===== src/hw/rtl/lpbb_pkg.sv =====
package lpbb_pkg;

   localparam int DUTY_W = 7;
   localparam int CNT_W = 7;
   localparam int STEP_W = 8;
   localparam int HOLD_W = 4;
   localparam int REQ_W = 3;

   localparam int PWM_STEPS_DEFAULT = 100;

   localparam int BLINK_UNIT_MS = 100;
   localparam int RAMP_STEP_MS = 5;
   localparam int DARK_HOLD_MS = 50;
   localparam int FULL_HOLD_MS = 5;
   localparam int ENDLESS_REPEAT = 100;

   localparam int UNIT_W = $clog2(BLINK_UNIT_MS);
   localparam int RAMP_W = $clog2(RAMP_STEP_MS);

   localparam logic [HOLD_W-1:0] DARK_HOLD_STEPS = HOLD_W'(DARK_HOLD_MS / RAMP_STEP_MS);
   localparam logic [HOLD_W-1:0] FULL_HOLD_STEPS = HOLD_W'(FULL_HOLD_MS / RAMP_STEP_MS);

   localparam int CSR_ADDR_W = 3;
   localparam int CSR_DATA_W = 32;

   localparam int REQ_TDATA_W = 24;
   localparam int RSP_TDATA_W = 16;

   typedef enum logic [REQ_W-1:0] {
      REQ_TICK    = 3'd0,
      REQ_ON      = 3'd1,
      REQ_OFF     = 3'd2,
      REQ_TOGGLE  = 3'd3,
      REQ_BREATHE = 3'd4,
      REQ_BLINK   = 3'd5
   } req_code_type;

   typedef enum logic {
      REG_BLINK_PERIOD  = 1'b0,
      REG_BLINK_ON_TIME = 1'b1
   } reg_index_type;

   // Blink timing registers plus a strobe that restarts the timebase on any write.
   typedef struct packed {
      logic [CNT_W-1:0] blink_period;
      logic [CNT_W-1:0] blink_on_time;
      logic             restart;
   } blink_cfg_type;

   typedef struct packed {
      logic              breathe_active;
      logic              blink_active;
      logic [DUTY_W-1:0] duty_level;
      logic              pin_level;
   } led_status_type;

endpackage


===== src/hw/rtl/lpbb_csr.sv =====
module lpbb_csr (
   input  logic                               clock,
   input  logic                               reset,
   input  logic                               csr_psel,
   input  logic                               csr_penable,
   input  logic                               csr_pwrite,
   input  logic [lpbb_pkg::CSR_ADDR_W-1:0]    csr_paddr,
   input  logic [lpbb_pkg::CSR_DATA_W-1:0]    csr_pwdata,
   output logic [lpbb_pkg::CSR_DATA_W-1:0]    csr_prdata,
   output logic                               csr_pready,
   output lpbb_pkg::blink_cfg_type            blink_cfg
);
   import lpbb_pkg::*;

   logic [CNT_W-1:0] period_ff, period_in;
   logic [CNT_W-1:0] on_time_ff, on_time_in;
   logic             write_strobe;
   logic             reg_sel;

   assign csr_pready   = 1'b1;
   assign write_strobe = csr_psel & csr_penable & csr_pwrite & csr_pready;
   assign reg_sel      = csr_paddr[CSR_ADDR_W-1];

   always_comb begin
      period_in  = period_ff;
      on_time_in = on_time_ff;
      if (write_strobe) begin
         case (reg_sel)
            REG_BLINK_PERIOD:  period_in  = csr_pwdata[CNT_W-1:0];
            REG_BLINK_ON_TIME: on_time_in = csr_pwdata[CNT_W-1:0];
            default:           period_in  = period_ff;
         endcase
      end
   end

   always_ff @(posedge clock) begin
      if (reset) begin
         period_ff  <= CNT_W'(3);
         on_time_ff <= CNT_W'(2);
      end else begin
         period_ff  <= period_in;
         on_time_ff <= on_time_in;
      end
   end

   always_comb begin
      case (reg_sel)
         REG_BLINK_PERIOD:  csr_prdata = {{(CSR_DATA_W-CNT_W){1'b0}}, period_ff};
         REG_BLINK_ON_TIME: csr_prdata = {{(CSR_DATA_W-CNT_W){1'b0}}, on_time_ff};
         default:           csr_prdata = '0;
      endcase
   end

   assign blink_cfg.blink_period  = period_ff;
   assign blink_cfg.blink_on_time = on_time_ff;
   assign blink_cfg.restart       = write_strobe;

endmodule


===== src/hw/rtl/lpbb_core.sv =====
module lpbb_core #(
   parameter int PWM_STEPS = lpbb_pkg::PWM_STEPS_DEFAULT
) (
   input  logic                          clock,
   input  logic                          reset,
   input  logic                          step_valid,
   input  logic [lpbb_pkg::REQ_W-1:0]    req_type,
   input  logic [lpbb_pkg::CNT_W-1:0]    flash_count,
   input  logic [lpbb_pkg::CNT_W-1:0]    pause_count,
   input  logic [lpbb_pkg::CNT_W-1:0]    repeat_count,
   input  lpbb_pkg::blink_cfg_type       blink_cfg,
   output lpbb_pkg::led_status_type      status_next
);
   import lpbb_pkg::*;

   localparam logic [DUTY_W-1:0] FULL_DUTY = DUTY_W'(PWM_STEPS);

   // The millisecond count wraps at a multiple of both the blink unit and the
   // ramp step, so only its residues are kept.
   logic [UNIT_W-1:0] unit_ms_ff, unit_ms_in;
   logic [RAMP_W-1:0] ramp_ms_ff, ramp_ms_in;
   logic [DUTY_W-1:0] pwm_phase_ff, pwm_phase_in;
   logic [DUTY_W-1:0] duty_ff, duty_in;
   logic              out_state_ff, out_state_in;
   logic              breathing_ff, breathing_in;
   logic              breathe_down_ff, breathe_down_in;
   logic [HOLD_W-1:0] hold_count_ff, hold_count_in;
   logic [CNT_W-1:0]  blink_clock_ff, blink_clock_in;
   logic [STEP_W-1:0] blink_step_ff, blink_step_in;
   logic [CNT_W-1:0]  blink_flashes_ff, blink_flashes_in;
   logic [CNT_W-1:0]  blink_pauses_ff, blink_pauses_in;
   logic [CNT_W-1:0]  blink_repeats_ff, blink_repeats_in;
   logic [CNT_W-1:0]  blink_round_ff, blink_round_in;

   logic [STEP_W-1:0] round_len;
   logic [CNT_W-1:0]  clock_inc;
   logic [STEP_W-1:0] step_inc;
   logic [CNT_W-1:0]  round_inc;
   logic [HOLD_W-1:0] hold_inc;
   logic [DUTY_W-1:0] phase_inc;
   logic              unit_edge;
   logic              ramp_edge;

   assign round_len = {1'b0, blink_flashes_ff} + {1'b0, blink_pauses_ff};
   assign clock_inc = blink_clock_ff + CNT_W'(1);
   assign step_inc  = blink_step_ff + STEP_W'(1);
   assign round_inc = blink_round_ff + CNT_W'(1);
   assign hold_inc  = hold_count_ff + HOLD_W'(1);
   assign phase_inc = pwm_phase_ff + DUTY_W'(1);

   always_comb begin
      unit_ms_in       = unit_ms_ff;
      ramp_ms_in       = ramp_ms_ff;
      pwm_phase_in     = pwm_phase_ff;
      duty_in          = duty_ff;
      out_state_in     = out_state_ff;
      breathing_in     = breathing_ff;
      breathe_down_in  = breathe_down_ff;
      hold_count_in    = hold_count_ff;
      blink_clock_in   = blink_clock_ff;
      blink_step_in    = blink_step_ff;
      blink_flashes_in = blink_flashes_ff;
      blink_pauses_in  = blink_pauses_ff;
      blink_repeats_in = blink_repeats_ff;
      blink_round_in   = blink_round_ff;
      unit_edge        = 1'b0;
      ramp_edge        = 1'b0;

      if (step_valid) begin
         case (req_type)
            REQ_TICK: begin
               if (unit_ms_ff == UNIT_W'(BLINK_UNIT_MS - 1)) begin
                  unit_ms_in = '0;
                  unit_edge  = 1'b1;
               end else begin
                  unit_ms_in = unit_ms_ff + UNIT_W'(1);
               end
               if (ramp_ms_ff == RAMP_W'(RAMP_STEP_MS - 1)) begin
                  ramp_ms_in = '0;
                  ramp_edge  = 1'b1;
               end else begin
                  ramp_ms_in = ramp_ms_ff + RAMP_W'(1);
               end

               // Blink sequencer, one move per blink unit.
               if (unit_edge && (blink_flashes_ff != '0)) begin
                  blink_clock_in = clock_inc;
                  if (clock_inc >= blink_cfg.blink_period) begin
                     blink_clock_in = '0;
                     blink_step_in  = step_inc;
                     if (step_inc >= round_len) begin
                        blink_step_in  = '0;
                        blink_round_in = round_inc;
                        if (round_inc >= blink_repeats_ff) begin
                           blink_round_in = '0;
                           if (blink_repeats_ff < CNT_W'(ENDLESS_REPEAT)) begin
                              blink_flashes_in = '0;
                           end
                        end
                     end
                  end else if (clock_inc >= blink_cfg.blink_on_time) begin
                     duty_in = '0;
                  end else if (blink_step_ff < {1'b0, blink_flashes_ff}) begin
                     duty_in = FULL_DUTY;
                  end
               end

               // The ramp runs after the blink update and wins on the duty.
               if (ramp_edge && breathing_ff) begin
                  if (breathe_down_ff) begin
                     if (duty_in != '0) begin
                        duty_in       = duty_in - DUTY_W'(1);
                        hold_count_in = '0;
                     end else begin
                        hold_count_in = hold_inc;
                        if (hold_inc >= DARK_HOLD_STEPS) begin
                           breathe_down_in = 1'b0;
                        end
                     end
                  end else begin
                     if (duty_in < FULL_DUTY) begin
                        duty_in       = duty_in + DUTY_W'(1);
                        hold_count_in = '0;
                     end else begin
                        hold_count_in = hold_inc;
                        if (hold_inc >= FULL_HOLD_STEPS) begin
                           breathe_down_in = 1'b1;
                        end
                     end
                  end
               end

               pwm_phase_in = (phase_inc >= FULL_DUTY) ? '0 : phase_inc;
               out_state_in = (pwm_phase_in < duty_in);
            end
            REQ_ON: begin
               breathing_in     = 1'b0;
               blink_flashes_in = '0;
               duty_in          = FULL_DUTY;
               out_state_in     = 1'b1;
            end
            REQ_OFF: begin
               breathing_in     = 1'b0;
               blink_flashes_in = '0;
               duty_in          = '0;
               out_state_in     = 1'b0;
            end
            REQ_TOGGLE: begin
               breathing_in     = 1'b0;
               blink_flashes_in = '0;
               duty_in          = out_state_ff ? '0 : FULL_DUTY;
               out_state_in     = ~out_state_ff;
            end
            REQ_BREATHE: begin
               duty_in         = '0;
               breathe_down_in = 1'b0;
               hold_count_in   = '0;
               breathing_in    = 1'b1;
            end
            REQ_BLINK: begin
               blink_flashes_in = flash_count;
               blink_pauses_in  = pause_count;
               blink_repeats_in = repeat_count;
               blink_step_in    = '0;
               blink_round_in   = '0;
            end
            default: begin
               duty_in = duty_ff;
            end
         endcase
      end

      if (blink_cfg.restart) begin
         blink_clock_in = '0;
         unit_ms_in     = '0;
         ramp_ms_in     = '0;
      end
   end

   always_ff @(posedge clock) begin
      if (reset) begin
         unit_ms_ff       <= '0;
         ramp_ms_ff       <= '0;
         pwm_phase_ff     <= '0;
         duty_ff          <= '0;
         out_state_ff     <= 1'b0;
         breathing_ff     <= 1'b0;
         breathe_down_ff  <= 1'b0;
         hold_count_ff    <= '0;
         blink_clock_ff   <= '0;
         blink_step_ff    <= '0;
         blink_flashes_ff <= '0;
         blink_pauses_ff  <= '0;
         blink_repeats_ff <= '0;
         blink_round_ff   <= '0;
      end else begin
         unit_ms_ff       <= unit_ms_in;
         ramp_ms_ff       <= ramp_ms_in;
         pwm_phase_ff     <= pwm_phase_in;
         duty_ff          <= duty_in;
         out_state_ff     <= out_state_in;
         breathing_ff     <= breathing_in;
         breathe_down_ff  <= breathe_down_in;
         hold_count_ff    <= hold_count_in;
         blink_clock_ff   <= blink_clock_in;
         blink_step_ff    <= blink_step_in;
         blink_flashes_ff <= blink_flashes_in;
         blink_pauses_ff  <= blink_pauses_in;
         blink_repeats_ff <= blink_repeats_in;
         blink_round_ff   <= blink_round_in;
      end
   end

   assign status_next.pin_level      = out_state_in;
   assign status_next.duty_level     = duty_in;
   assign status_next.blink_active   = (blink_flashes_in != '0);
   assign status_next.breathe_active = breathing_in;

endmodule


===== src/hw/rtl/led_pwm_breathe_blink_controller.sv =====
// Single-channel LED controller with a PWM of PWM_STEPS steps, a breathing
// ramp and a blink sequencer. Each request transfer (tuser = request code: tick,
// on, off, toggle, start breathing, start blink) yields exactly one response
// transfer carrying the pin level, duty and activity flags after that request.
// The block sustains one request per clock while the response side is ready: a
// request is registered on acceptance, the core computes the whole state update
// combinationally, and the response is then registered in the output register once
// that register is free or drains. The blink timing registers sit on the
// APB port at byte addresses 0 (period) and 4 (on time); writing either one
// restarts the millisecond timebase and the blink clock.
module led_pwm_breathe_blink_controller #(
   parameter int PWM_STEPS = lpbb_pkg::PWM_STEPS_DEFAULT
) (
   input  logic                               clock,
   input  logic                               reset,
   // req_tdata: flash_count[6:0], pause_count[13:7], repeat_count[20:14], zero pad
   input  logic [lpbb_pkg::REQ_TDATA_W-1:0]   req_tdata,
   // req_tuser: req_type[2:0]
   input  logic [lpbb_pkg::REQ_W-1:0]         req_tuser,
   input  logic                               req_tvalid,
   output logic                               req_tready,
   // rsp_tdata: pin_level[0], duty_level[7:1], blink_active[8],
   // breathe_active[9], zero pad
   output logic [lpbb_pkg::RSP_TDATA_W-1:0]   rsp_tdata,
   output logic                               rsp_tvalid,
   input  logic                               rsp_tready,
   input  logic                               csr_psel,
   input  logic                               csr_penable,
   input  logic                               csr_pwrite,
   input  logic [lpbb_pkg::CSR_ADDR_W-1:0]    csr_paddr,
   input  logic [lpbb_pkg::CSR_DATA_W-1:0]    csr_pwdata,
   output logic [lpbb_pkg::CSR_DATA_W-1:0]    csr_prdata,
   output logic                               csr_pready
);
   import lpbb_pkg::*;

   localparam int STATUS_W = $bits(led_status_type);

   logic                 in_valid_ff, in_valid_in;
   logic [REQ_W-1:0]     req_type_ff;
   logic [CNT_W-1:0]     flash_count_ff;
   logic [CNT_W-1:0]     pause_count_ff;
   logic [CNT_W-1:0]     repeat_count_ff;
   logic                 out_valid_ff, out_valid_in;
   led_status_type       status_ff;
   led_status_type       status_next;
   blink_cfg_type        blink_cfg;
   logic                 advance;
   logic                 req_take;

   // The held request moves on whenever the response register is free or
   // its transfer completes this cycle.
   assign advance    = ~out_valid_ff | rsp_tready;
   assign req_tready = ~in_valid_ff | advance;
   assign req_take   = req_tvalid & req_tready;

   always_comb begin
      in_valid_in = in_valid_ff;
      if (req_take) begin
         in_valid_in = 1'b1;
      end else if (advance) begin
         in_valid_in = 1'b0;
      end
      out_valid_in = out_valid_ff;
      if (advance) begin
         out_valid_in = in_valid_ff;
      end
   end

   always_ff @(posedge clock) begin
      if (reset) begin
         in_valid_ff  <= 1'b0;
         out_valid_ff <= 1'b0;
      end else begin
         in_valid_ff  <= in_valid_in;
         out_valid_ff <= out_valid_in;
      end
   end

   always_ff @(posedge clock) begin
      if (req_take) begin
         req_type_ff     <= req_tuser;
         flash_count_ff  <= req_tdata[CNT_W-1:0];
         pause_count_ff  <= req_tdata[2*CNT_W-1:CNT_W];
         repeat_count_ff <= req_tdata[3*CNT_W-1:2*CNT_W];
      end
      if (advance && in_valid_ff) begin
         status_ff <= status_next;
      end
   end

   lpbb_csr u_csr (
      .clock       (clock),
      .reset       (reset),
      .csr_psel    (csr_psel),
      .csr_penable (csr_penable),
      .csr_pwrite  (csr_pwrite),
      .csr_paddr   (csr_paddr),
      .csr_pwdata  (csr_pwdata),
      .csr_prdata  (csr_prdata),
      .csr_pready  (csr_pready),
      .blink_cfg   (blink_cfg)
   );

   lpbb_core #(
      .PWM_STEPS (PWM_STEPS)
   ) u_core (
      .clock        (clock),
      .reset        (reset),
      .step_valid   (in_valid_ff & advance),
      .req_type     (req_type_ff),
      .flash_count  (flash_count_ff),
      .pause_count  (pause_count_ff),
      .repeat_count (repeat_count_ff),
      .blink_cfg    (blink_cfg),
      .status_next  (status_next)
   );

   assign rsp_tvalid = out_valid_ff;
   assign rsp_tdata  = {{(RSP_TDATA_W-STATUS_W){1'b0}}, status_ff};

endmodule


===== config.mk =====
export PLATFORM = sky130hd
export DESIGN_NAME = led_pwm_breathe_blink_controller
export DESIGN_NICKNAME = d
export VERILOG_FILES = /design/src/hw/rtl/lpbb_pkg.sv /design/src/hw/rtl/lpbb_csr.sv /design/src/hw/rtl/lpbb_core.sv /design/src/hw/rtl/led_pwm_breathe_blink_controller.sv
export SDC_FILE = /design/constraint.sdc
export NUM_CORES = 1
export LEC_CHECK = 0
export ABC_CLOCK_PERIOD_IN_PS = 10000
export BUFFER_PORTS_ARGS = -buffer_cell sky130_fd_sc_hd__buf_2
export CELL_PAD_IN_SITES_DETAIL_PLACEMENT = 0
export CELL_PAD_IN_SITES_GLOBAL_PLACEMENT = 1
export CORE_MARGIN = 2
export CORE_UTILIZATION = 47
export DETAILED_ROUTE_END_ITERATION = 7
export MAX_ROUTING_LAYER = met4
export PLACE_DENSITY_LB_ADDON = 0.1
export SLEW_MARGIN = 40
export SYNTH_ARGS = -nofsm -noshare
export SYNTH_HDL_FRONTEND = slang
export SYNTH_HIERARCHICAL = 1
export SYNTH_SLANG_ARGS = --single-unit

===== constraint.sdc =====
create_clock -name clock -period 10 [get_ports clock]
set_input_delay 2.5 -clock clock [delete_from_list [all_inputs] [get_ports clock]]
set_output_delay 2.5 -clock clock [all_outputs]
set_load 0.01 [all_outputs]

# Yosys cells after proc, flatten, opt, wreduce, memory -nomap -nowiden
# Index checks and enable logic that the tools add are counted.
# Widths: inputs -> output; s select.
dict set report word_totals {
  ff_bits 124
  elab_cells 149
}
dict set report op_classes {
  addsub 10
  n_lt_le_gt_ge 11
  eq_ne 11
  n_mux 60
  bitwise_logic 10
  n_reduce_logical 21
}
# op n
set ops {}
lappend ops {{$mux 7} 27}
lappend ops {{$pmux 32 s2} 1}
lappend ops {{$add 7x1->7 const B} 5}
lappend ops {{$pmux 7 s4} 1}
lappend ops {{$mux 8} 3}
lappend ops {{$ge 7x7->1} 3}
lappend ops {{$pmux 7 s3} 1}
lappend ops {{$reduce_bool 7->1} 3}
lappend ops {{$mux 1} 16}
lappend ops {{$mux 4} 4}
lappend ops {{$pmux 8 s2} 1}
lappend ops {{$lt 7x7->1 const B} 2}
lappend ops {{$pmux 7 s2} 1}
lappend ops {{$eq 3x3->1 const B} 3}
lappend ops {{$add 7x7->8} 1}
lappend ops {{$add 8x1->8 const B} 1}
lappend ops {{$ge 8x8->1} 1}
lappend ops {{$lt 8x7->1} 1}
lappend ops {{$ne 2x1->1 const B} 4}
lappend ops {{$pmux 4 s2} 1}
lappend ops {{$reduce_and 2->1} 4}
lappend ops {{$eq 7x7->1 const B} 1}
lappend ops {{$ge 7x7->1 const B} 1}
lappend ops {{$lt 7x7->1} 1}
lappend ops {{other kinds (21)} 36}

# Logic depth before layout (Yosys ltp)
dict set report depth {
  depth_word 17
  depth_mapped 26
  ltp_nobuf 25
}

# Cells and area by module
# Netlist, hierarchy kept.
# mod n_inst cells_per_inst area_each_um2 seq_area_each_um2
set by_module_without_submodules {}
lappend by_module_without_submodules {lpbb_core 1 720 5529.1 1481.4}
lappend by_module_without_submodules {led_pwm_breathe_blink_controller 1 51 1173.6 1061.0}
lappend by_module_without_submodules {lpbb_csr 1 94 928.4 280.3}

# Worst setup path after synthesis
# OpenSTA, ideal clock, no wires.
dict set report synth_timing {
  path_kind {input to output}
  start {in csr_paddr[2] in the netlist's numbering}
  end {out csr_prdata[0] in the netlist's numbering}
  arrival_time_ns 2.963
  required_ns 7.500
  setup_slack_ns 4.537
  cell_stages 2
  n_path_buf 1
  cell_sequence {buf_6 > mux2_2}
}
dict set report synth_via {
  elab_chain_len 2
}
# element line
set synth_lines {}
lappend synth_lines {{from (decl)} led_pwm_breathe_blink_controller.sv:30} ;# input logic [lpbb_pkg::CSR_ADDR_W-1:0] csr_paddr,
lappend synth_lines {{$not 1->1 (no source line)} --}
lappend synth_lines {{$pmux 32 s2 *} lpbb_csr.sv:47} ;# case (reg_sel)
lappend synth_lines {{to (decl)} led_pwm_breathe_blink_controller.sv:32} ;# output logic [lpbb_pkg::CSR_DATA_W-1:0] csr_prdata,
# Mark *: on every way between the ends. The rest lies on a longest branch, timed or not. The select of a mux whose other input is x is not followed.

==> results.py <==
metrics = {
    "run_status": {
        "outcome": "finished, final reports clean",
    },
    "global_route": {
        "overflow": 0,
        "track_usage_pct": 22.0,
        "grt_max_degree": 80,
        "grt_pass1_wl_mm": 30.1,
        "grt_pass1_vias": 6073,
        "antenna_found_initial": 0,
    },
    "synthesis": {
        "synth_edf_count": 34,
        "syn-instance-count": 865,
        "synth_area_per_cell_sq_um": 8.82,
        "async_flop_share_pct": 0,
        "ys_warn_count": 6,
        "ys_ff_latch": 124,
        "seq_area_frac_synth_pct": 37.0,
        "synthTopCellsByArea": "dfxtp_1 24%, edfxtp_1 13%, ha_1 9.8%",
        "yosys.area.top_type": "dfxtp_1",
        "synth_flop_cell": "dfxtp_1",
        "synth.distinct_cells": 81,
        "syn_area_sq_um": 7630,
        "yosysMostFrequentCell": "nand2_1",
        "netlist_top_cells_count": "94 x nand2_1, 90 x dfxtp_1, 70 x a21oi_1, 64 x nor2_1, 60 x ha_1",
        "synth_top_area_share_pct": 23.6,
    },
    "clock_tree": {
        "htree_levels": 4,
        "clk_pin_slew_ns": 0.06,
        "cts_post_setup_buffers_inserted": 0,
        "clock_path_buffers": 2,
        "clockRootBuffer": "clkbuf_16",
        "cts_resized": 0,
        "cts_inserted_buffers": 17,
        "cts_tree": "built",
        "insertion_delay_ns": 0.42,
        "hold_buffers": 0,
        "clock_sinks": 124,
    },
    "worst_setup_path": {
        "worstPathArrival_ns": 6.09,
        "cp-end-kind": "flop",
        "crit_required_ns": 10.15,
        "critPathKind": "flop to flop",
        "cp-start-kind": "flop",
        "cp_max_fo": 6,
    },
    "die": {
        "dieWidth_um": 131,
        "io_pins": 120,
        "die_y_um": 131,
        "initial_core_util_pct": 48.0,
        "rows": 46,
        "die_area_sq_um": 17300,
        "core_area_sq_um": 15900,
    },
    "placement": {
        "hpwl_mm": 13.1,
        "gp_congestion": 0.890,
        "port_buffers": 57,
    },
    "final_layout": {
        "num-nets-final": 1037,
        "areaGrowthSynthToFinish_pct": 11.7,
        "drive_above_1_share_pct": 12.8,
        "final_util_pct": 53.7,
        "antennaDiodeCount": 0,
        "fillerInstances": 1496,
    },
    "sta": {
        "fin_crit_sh_pct": 59.4,
        "fin_tns_setup_ns": 0,
        "timing.hold.ws_ns": 0.456,
        "fin_crit_ns": 5.94,
        "rsz0062_at_grt": "no",
        "finalHoldViolCount": 0,
        "setup_viol": 0,
        "slew_viol_final": 0,
        "skew_ns": 0.0110,
        "relSlewSlack_pct": 52.4,
        "worstMarginPinSlew_ns": 0.707,
        "fmax_mhz": 168,
    },
    "power": {
        "leakagePower_uw": 0.00344,
        "power_density_nw_per_um2": 146,
        "vdd_drop_max_uv": 125,
    },
    "route": {
        "post-route-drc-count": 0,
        "wire_per_inst_um": 15.8,
        "drt-total-wl_mm": 18.0,
        "first_iter_violations": 436,
        "dr.pass1.iters": 5,
        "ant_nets": 0,
        "vias_per_cell": 5.52,
        "via_count": 6276,
    },
    "min_path": {
        "hold_class": "flop to flop",
    },
    "run": {
        "maxCapViolations": 0,
    },
}
routing by layer:
metal	global-route usage (%)	wire, um
met1	28.0	8380
met4	5.25	119
met3	5.17	829
met5	-	0
met2	35.6	8630
registers in the layout, indices dropped and copies added, names as in the netlist, 3 cells and up:
signal	count
repeat_count_ff	7
u_core/duty_ff	7
u_core/blink_step_ff	8
u_csr/period_ff	7
u_core/blink_flashes_ff	7
rsp_tdata	10
u_core/hold_count_ff	4
u_core/blink_pauses_ff	7
pause_count_ff	7
u_core/blink_repeats_ff	7
u_core/unit_ms_ff	7
u_core/blink_clock_ff	7
u_csr/on_time_ff	7
u_core/ramp_ms_ff	3
u_core/pwm_phase_ff	7
req_type_ff	3
u_core/blink_round_ff	7
flash_count_ff	7
logic make-up (layout without fill, tap and decap cells):
logic type,Yosys count,after routing,share of synthesized area [%]
other,3,32,0.148
muxes,26,26,3.53
AOI/OAI and AO/OA,191,191,16.3
and+or+nand+nor,315,315,21.5
buffers and inverters,111,137,7.53
DFF,124,124,37.0
xor gates and xnor gates,34,34,3.90
adders and majority gates,61,61,10.1
through the flow:
step / setup slack [ns] / cell area, sq um / instances / power, uW
6_report: 4.06 / 8520 / 1136 / 1250
5_1_grt: 3.63 / 8520 / 1136 / 1290
4_1_cts: 4.08 / 8520 / 1136 / 1260
3_5_place_dp: 4.15 / 7910 / 1104 / 625
3_3_place_gp: 4.22 / 7910 / 1104 / 623
2_1_floorplan: 4.54 / 7740 / 894 / 609
final timing paths:
check | startpoint | end | slack (ns) | depth (start not counted)
worst max register to register | u_core/blink_clock_ff[0] | rsp_tdata[0] | 4.06 | 22
worst min-delay path | u_core/blink_repeats_ff[6] | u_core/blink_repeats_ff[6] | 0.46 | 2
worst max-delay path | u_core/blink_clock_ff[0] | rsp_tdata[0] | 4.06 | 22
worst min register to register | u_core/blink_repeats_ff[6] | u_core/blink_repeats_ff[6] | 0.46 | 2
layout make-up:
cell class	count	area, sq um	share of cell area (%)
Multi-Input combinational cell	659	4350	51.0
Sequential cell	124	2820	33.1
Clock buffer	19	443	5.20
Timing Repair Buffer	59	304	3.57
Tap cell	216	270	3.17
Inverter	46	173	2.03
Clock inverter	13	164	1.92
report_power, final:
| part | total, uW | switching (uW) | internal [uW] |
|---|---|---|---|
| clock | 634 | 233 | 401 |
| sequential | 538 | 9.39 | 529 |
| combinational | 76.5 | 49.4 | 27.2 |
critical path, cell delays in order, from the launching register on:
cell and delay, ns:
dfxtp_1 0.42, ha_1 0.26, nand3_1 0.18, nor2_1 0.16
xor2_1 0.31, ha_1 0.34, a21oi_1 0.15, and3_1 0.18
o21ai_1 0.21, nor2_1 0.43, nand2_1 0.26, nand2_1 0.17
ha_1 0.30, nand2_1 0.10, or4_1 0.48, o31a_1 0.22
a311oi_1 0.31, a2bb2oi_1 0.33, ha_1 0.23, o21a_1 0.13
nor2_1 0.05, a2111oi_2 0.39, nor2_1 0.07
placed cells by master, fill, tap and decap left out, drive strengths merged, types with 5 or more instances in the layout:
cell type  synthesis  layout
ha                60      60
nor2b             11      11
mux2i             19      19
clkinv             0       5
a31oi              6       6
o21a               7       7
nor2              64      64
inv               46      50
xnor2             15      15
nand2b            24      24
o21ai             35      35
conb               3      32
nor3              13      13
nand3b             9       9
nand3             28      28
mux2               7       7
nor4               9       9
a21o              14      14
and2              11      11
dfxtp             90      90
nand4             13      13
a21oi             72      72
or3                6       6
xor2              19      19
a211oi             7       7
nand2             95      95
clkbuf            26      19
buf               39      59
a22o               7       7
edfxtp            34      34
and3              14      14
No activity file was read; power rests on OpenSTA's default activity.
